--- config.mk ---
export PLATFORM = sky130hd
export DESIGN_NAME = ax25_address_field_parser_core
export DESIGN_NICKNAME = d
export VERILOG_FILES = /design/src/rtl/core/ax25_afp_pkg.sv /design/src/rtl/core/ax25_address_field_parser_core.sv
export SDC_FILE = /design/constraint.sdc
export NUM_CORES = 1
export LEC_CHECK = 0
export BUFFER_PORTS_ARGS = -buffer_cell sky130_fd_sc_hd__buf_2
export CORE_MARGIN = 2
export CORE_UTILIZATION = 58
export CTS_BUF_LIST = sky130_fd_sc_hd__clkbuf_4 sky130_fd_sc_hd__clkbuf_8
export CTS_CLUSTER_DIAMETER = 150
export CTS_CLUSTER_SIZE = 30
export DETAILED_ROUTE_END_ITERATION = 10
export PLACE_DENSITY = 0.91
export SKIP_CTS_REPAIR_TIMING = 1
export SYNTH_ARGS = -nofsm -noshare
export SYNTH_HDL_FRONTEND = slang
export SYNTH_SLANG_ARGS = --single-unit
--- constraint.sdc ---
create_clock -name clk -period 6.21 [get_ports clk]
set_input_delay 0.621 -clock clk [delete_from_list [all_inputs] [get_ports clk]]
set_output_delay 0.621 -clock clk [all_outputs]
set_load 0.01 [all_outputs]
--- src/rtl/core/ax25_afp_pkg.sv ---
// Shared types and constants for the AX.25 address field parser.
package ax25_afp_pkg;

	localparam int ADDR_BYTES = 7;
	localparam int ADDR_W     = 8 * ADDR_BYTES;
	localparam int OUT_DATA_W = 80;

	typedef enum logic [2:0] {
		PH_COLLECT = 3'b001,
		PH_DONE    = 3'b010,
		PH_ERROR   = 3'b100
	} phase_t;

	localparam logic [1:0] KIND_DEST   = 2'd0;
	localparam logic [1:0] KIND_SOURCE = 2'd1;
	localparam logic [1:0] KIND_REPEAT = 2'd2;

	localparam logic [1:0] ROLE_NONE     = 2'd0;
	localparam logic [1:0] ROLE_COMMAND  = 2'd1;
	localparam logic [1:0] ROLE_RESPONSE = 2'd2;

	localparam logic [1:0] STAT_OK        = 2'd0;
	localparam logic [1:0] STAT_SHORT     = 2'd1;
	localparam logic [1:0] STAT_TOO_MANY  = 2'd2;

	localparam logic [7:0] BIT_C_H  = 8'h80;
	localparam logic [7:0] BIT_RR   = 8'h20;
	localparam logic [7:0] BIT_EXT  = 8'h01;

	localparam logic signed [3:0] LAST_RPT_NONE = -4'sd1;

	typedef struct packed {
		logic [ADDR_W-1:0]  address;
		logic [1:0]         kind;
		logic [2:0]         repeater_index;
		logic               repeated;
		logic [1:0]         role;
		logic               dama;
		logic signed [3:0]  last_repeated;
		logic [6:0]         header_length;
		logic [1:0]         status;
		logic               last;
	} res_t;

endpackage

--- src/rtl/core/ax25_address_field_parser_core.sv ---
// Top level of the AX.25 address field parser: byte stream in, address words out.
//
// Usage:
// The slave channel takes one frame byte per word in s_tdata, with s_tlast on
// the final byte of the frame. Bytes are grouped into 7-byte addresses
// (destination, source, repeaters); the field ends at the first address from
// the source on whose last byte has the extension bit set.
// The master channel gives one word per completed address, or one error word
// when the frame ends inside an address. m_tuser carries the address kind and
// m_tlast marks the final word of the field or an error.
// A result is registered and appears in the cycle after the byte that completes it.
// Throughput: one byte per cycle while s_tready is high; the per-byte counter and
// shift register update together and a single output register holds the result.
// A stalled receiver holds the output register; s_tready drops only while that
// register is full and not being taken.
// Reset clears all counters, the flags and the output valid. An accepted
// s_tlast returns the parser to its reset state for the next frame.
module ax25_address_field_parser_core
	import ax25_afp_pkg::*;
#(
	parameter int MAX_REPEATERS = 8
) (
	input  logic                  clk,
	input  logic                  arst_n,
	input  logic                  s_tvalid,
	output logic                  s_tready,
	input  logic [7:0]            s_tdata,   // [7:0] frame_byte
	input  logic                  s_tlast,   // frame_end
	output logic                  m_tvalid,
	input  logic                  m_tready,
	output logic [OUT_DATA_W-1:0] m_tdata,   // address[55:0], repeater_index[58:56],
	                                         // repeated[59], role[61:60], dama[62],
	                                         // last_repeated[66:63], header_length[73:67],
	                                         // status[75:74], zero[79:76]
	output logic [1:0]            m_tuser,   // kind[1:0]
	output logic                  m_tlast    // last
);

	localparam logic [3:0] ERR_IDX = 4'(MAX_REPEATERS + 1);

	logic [2:0]        byte_cnt_q;
	logic [3:0]        addr_cnt_q;
	logic [ADDR_W-1:0] shift_q;
	logic [1:0]        role_q;
	logic              dama_q;
	logic signed [3:0] last_rpt_q;
	phase_t            phase_q;

	logic              out_valid_q;
	res_t              out_q;

	logic              in_acc;
	logic              emit;
	res_t              res;
	logic [ADDR_W-1:0] shift_n;
	logic              addr_done;
	logic [1:0]        role_n;
	logic              dama_n;
	logic signed [3:0] last_rpt_n;
	phase_t            phase_n;
	logic [7:0]        b;

	assign s_tready = !out_valid_q || m_tready;
	assign in_acc   = s_tvalid && s_tready;
	assign b        = s_tdata;
	assign shift_n  = {shift_q[ADDR_W-9:0], b};
	assign addr_done = (byte_cnt_q == 3'(ADDR_BYTES - 1));

	always_comb begin
		res        = '0;
		emit       = 1'b0;
		role_n     = role_q;
		dama_n     = dama_q;
		last_rpt_n = last_rpt_q;
		phase_n    = phase_q;
		if (phase_q == PH_COLLECT) begin
			if (addr_done) begin
				emit = 1'b1;
				res.address = shift_n;
				case (addr_cnt_q)
					4'd0: begin
						res.kind = KIND_DEST;
						if ((b & BIT_C_H) != 8'd0)
							role_n = ROLE_COMMAND;
					end
					4'd1: begin
						res.kind = KIND_SOURCE;
						if ((b & BIT_C_H) != 8'd0)
							role_n = ROLE_RESPONSE;
						dama_n = ((b & BIT_RR) == 8'd0);
					end
					default: begin
						res.kind           = KIND_REPEAT;
						res.repeater_index = 3'(addr_cnt_q - 4'd2);
						res.repeated       = b[7];
						if (b[7])
							last_rpt_n = signed'({1'b0, 3'(addr_cnt_q - 4'd2)});
					end
				endcase
				if (addr_cnt_q != 4'd0) begin
					res.role = role_n;
					res.dama = dama_n;
				end
				res.last_repeated = last_rpt_n;
				if (addr_cnt_q != 4'd0 && (b & BIT_EXT) != 8'd0) begin
					res.header_length = 7'(({3'd0, addr_cnt_q} + 7'd1) * 7'd7);
					res.last          = 1'b1;
					phase_n           = PH_DONE;
				end else if (addr_cnt_q >= ERR_IDX) begin
					res.status = STAT_TOO_MANY;
					res.last   = 1'b1;
					phase_n    = PH_ERROR;
				end else if (s_tlast) begin
					res.status = STAT_SHORT;
					res.last   = 1'b1;
				end
			end else if (s_tlast) begin
				// frame ended inside an address
				emit              = 1'b1;
				res.last_repeated = last_rpt_q;
				res.status        = STAT_SHORT;
				res.last          = 1'b1;
			end
		end
	end

	always_ff @(posedge clk or negedge arst_n) begin
		if (!arst_n) begin
			byte_cnt_q <= '0;
			addr_cnt_q <= '0;
			shift_q    <= '0;
			role_q     <= ROLE_NONE;
			dama_q     <= 1'b0;
			last_rpt_q <= LAST_RPT_NONE;
			phase_q    <= PH_COLLECT;
		end else if (in_acc) begin
			if (s_tlast) begin
				byte_cnt_q <= '0;
				addr_cnt_q <= '0;
				shift_q    <= '0;
				role_q     <= ROLE_NONE;
				dama_q     <= 1'b0;
				last_rpt_q <= LAST_RPT_NONE;
				phase_q    <= PH_COLLECT;
			end else if (phase_q == PH_COLLECT) begin
				shift_q    <= shift_n;
				role_q     <= role_n;
				dama_q     <= dama_n;
				last_rpt_q <= last_rpt_n;
				phase_q    <= phase_n;
				if (addr_done) begin
					byte_cnt_q <= '0;
					addr_cnt_q <= addr_cnt_q + 4'd1;
				end else begin
					byte_cnt_q <= byte_cnt_q + 3'd1;
				end
			end
		end
	end

	// Output register: load a new word, or drop the old one once taken.
	always_ff @(posedge clk or negedge arst_n) begin
		if (!arst_n) begin
			out_valid_q <= 1'b0;
		end else if (in_acc && emit) begin
			out_valid_q <= 1'b1;
		end else if (m_tready) begin
			out_valid_q <= 1'b0;
		end
	end

	always_ff @(posedge clk) begin
		if (in_acc && emit)
			out_q <= res;
	end

	assign m_tvalid = out_valid_q;
	assign m_tuser  = out_q.kind;
	assign m_tlast  = out_q.last;
	assign m_tdata  = {4'd0, out_q.status, out_q.header_length, out_q.last_repeated,
		out_q.dama, out_q.role, out_q.repeated, out_q.repeater_index, out_q.address};

	a_frame_end_resets: assert property (@(posedge clk) disable iff (!arst_n)
		in_acc && s_tlast |=> byte_cnt_q == 3'd0 && addr_cnt_q == 4'd0
			&& phase_q == PH_COLLECT)
		else $error("parser state not cleared after frame end");

	a_error_is_last: assert property (@(posedge clk) disable iff (!arst_n)
		m_tvalid && m_tdata[75:74] != STAT_OK |-> m_tlast)
		else $error("error word without last");

	a_count_bound: assert property (@(posedge clk) disable iff (!arst_n)
		phase_q == PH_COLLECT |-> addr_cnt_q <= ERR_IDX)
		else $error("address count past repeater limit while collecting");

	a_no_emit_after_field: assert property (@(posedge clk) disable iff (!arst_n)
		in_acc && phase_q != PH_COLLECT |=> !(out_valid_q && !$past(out_valid_q)))
		else $error("word emitted after field end or error");

endmodule

==> impl_metrics.ini <==
[setup_path]
required_ps = 6310
rr_worst_depth = 4
reg2reg_setup_slack_ps = 2770
cp.arrival_ps = 3540
startpoint_type = register
r2r-start = byte_cnt_q[0]
end_kind = register
worst-path-max-fanout = 66
worstReg2RegEnd = m_tdata[54]
crit_type = register to register

[sta]
whs_ps = 344
timing.final.max_slew_violations = 0
setup_tns_ps = 0
rsz0062_at_grt = no
hold_violations = 0
finalCriticalPeriod_ps = 3440
finalCritPeriodShare = 0.554
clock_skew_ps = 10.7
setup_viol = 0
clock.fmax_mhz = 291
final.setup.worst_slack_ps = 2770
worst_pin_slew_ps = 1160
slew_headroom = 0.226

[yosys]
ys_types = 54
yosysWarnings = 0
syn_avg_cell_area_um2 = 11.7
syn_inst = 553
synth_top_cell_area_share = 0.366
yosysMostFrequentCell = edfxtp_1
synth_ff_type = edfxtp_1
synthTopCellsByArea = edfxtp_1 37%, dfrtp_1 24%, and3_1 6.1%
synth_common_cells = 79 x edfxtp_1, 63 x and3_1, 63 x nand2_1, 61 x dfrtp_1, 58 x o21ai_0
seq_area_frac_synth = 0.621
ys_async_sr_fraction = 0.455
synth.cell_area_um2 = 6490
synth-edff-count = 79
synth-seq-cells = 145
yosys.area.top_type = edfxtp_1

[floorplanning]
row_count = 38
die_h_um = 110
ios = 98
die_w_um = 110
initial_utilization = 0.596
coreArea_um2 = 10900
dieArea_um2 = 12000

[finish]
syn2layout_area_growth_pct = 13.7
n_antenna_cell = 0
finalInstanceArea_um2 = 7380
drive_gt1_frac = 0.237
final_nets = 652
final_cells = 777
fillCellCount = 736

[detailed_routing]
drc = 0
viasPerCell = 6.09
routed_wl_um = 14300
drt_iter0_drc = 531
antenna_left = 0
first_pass_iters = 5
vias = 4735
wl_per_cell_um = 18.4

[power_and_ir_drop]
power_density_nw_per_um2 = 273
p_leak_nw = 3.29
pwr-share-clk = 0.378
power_frac_comb = 0.072
ir_worst_vdd_v = 0.000150
p_switching_uw = 517
power_frac_seq = 0.550
swShare = 0.257
internal_power_mw = 1.50

[global_route]
overflow = 0
grt_pass1_vias = 4588
grt_pass1_wl_um = 22600
grt_max_degree = 79
grt_usage = 0.247
antenna_found_initial = 0

[status]
status = finished clean

[placed_design]
hpwl_um = 8740
place_inst = 745
place_area_um2 = 6970
place_congestion = 0.858
dp_slack_ps = 2820
io_buffers = 93

[clock_network]
cts_tree = built
clk_latency_ps = 450
cts_max_path_buffers = 2
clockRootBuffer = clkbuf_8
clk_pin_slew_ps = 90
cts_made_buffers = 17
cts-htree-levels = 4
cts_sinks = 145

[job]
drv_cap = 0

[worst_hold_path]
hp-class = input port to async pin
[logic make-up (layout without fill, tap and decap cells)]
kind of cell               Yosys count  in the layout  share of synthesized area
AOI/OAI and AO/OA                  139            139                      0.138
buffers and inverters               62            143                     0.0428
other                                1              4                   0.000578
DFF                                145            145                      0.621
xor gates and xnor gates             7              7                    0.00945
muxes                                3              3                    0.00521
adders and majority gates           15             15                     0.0336
and+or+nand+nor                    181            181                      0.150
[per-layer routing]
| layer | up-vias | GRT usage | routed length (um) | share of wire |
|---|---|---|---|---|
| met5 | - | 0 | 0 | 0 |
| met4 | 0 | 0.129 | 475 | 0.033 |
| met3 | 39 | 0.0545 | 950 | 0.066 |
| met2 | 229 | 0.390 | 7050 | 0.49 |
| met1 | 2310 | 0.323 | 5840 | 0.41 |
| li1 | 2157 | - | - | - |
[how the worst max path moves through the flow]
stage / from / endpoint / slack (ps) / depth (start not counted)
global route: byte_cnt_q[0] / m_tdata[47] / 2500 / 4
finish: byte_cnt_q[0] / m_tdata[54] / 2770 / 4
CTS: byte_cnt_q[0] / m_tdata[47] / 2770 / 4
global placement: byte_cnt_q[0] / m_tdata[49] / 2950 / 4
floorplan: s_tlast / m_tdata[0] / 1170 / 4
detailed placement: byte_cnt_q[0] / m_tdata[47] / 2820 / 4
[power by group through the flow]
stage / Sequential [mW] / Clock, mW / Combinational (mW)
floorplan: 1.13 / 0 / 0.0803
global placement: 1.12 / 0 / 0.137
detailed placement: 1.13 / 0 / 0.144
CTS: 1.11 / 0.761 / 0.145
global route: 1.11 / 0.800 / 0.161
finish: 1.11 / 0.760 / 0.145
[worst max-delay path, cell delays in order, from the launching register on]
cell and delay, ps:
dfrtp_1 440, and3b_2 940, nor2_1 170, nor2_4 940
buf_4 560
[sequential cells by signal, summed over array words and instances, names as in the netlist]
signal	flops
role_q	2
addr_cnt_q	4
dama_q	1
shift_q	48
byte_cnt_q	3
last_rpt_q	4
m_tlast	1
m_tvalid	1
phase_q	3
m_tdata	76
m_tuser	2
[layout make-up]
type	instances	area (um2)	area share
multi-input combinational	349	2210	0.299
tap	140	175	0.0237
sequential	145	4030	0.546
clock inverter	13	151	0.0205
clock buffer	19	255	0.0346
timing repair buffer	99	510	0.0692
inverter	12	45.0	0.00611
[per-stage QoR]
stage | util | power, mW
after floorplan | - | 1.21
after global placement | 0.640 | 1.26
after detailed placement | 0.640 | 1.27
after CTS | 0.677 | 2.01
after global routing | 0.677 | 2.07
final | 0.677 | 2.01
[layout by cell type, fill, tap and decap left out, types with 2 or more instances in the layout]
master / netlist / layout
a211oi_1: 2 / 2
nor3_1: 6 / 6
o41ai_1: 2 / 2
inv_1: 12 / 12
clkbuf_8: 0 / 18
xor2_1: 3 / 3
a21o_1: 2 / 2
nor3b_1: 3 / 3
a22o_1: 2 / 2
nor2_1: 25 / 24
a31oi_1: 2 / 2
nand2_1: 63 / 62
a22oi_1: 48 / 48
edfxtp_1: 79 / 79
ha_1: 11 / 11
a21oi_1: 11 / 11
o311ai_0: 2 / 2
buf_2: 9 / 93
mux2_2: 3 / 3
dfstp_2: 5 / 5
bufinv_16: 0 / 2
inv_6: 0 / 5
conb_1: 1 / 4
fa_1: 4 / 4
nand2b_1: 3 / 3
and3_1: 63 / 63
xnor2_1: 4 / 4
clkinvlp_4: 0 / 3
nand3_1: 2 / 2
o211ai_1: 2 / 2
dfrtp_1: 61 / 61
o21a_1: 2 / 2
o21ai_0: 58 / 58
buf_4: 7 / 6
(Power assumes the default switching activity.)
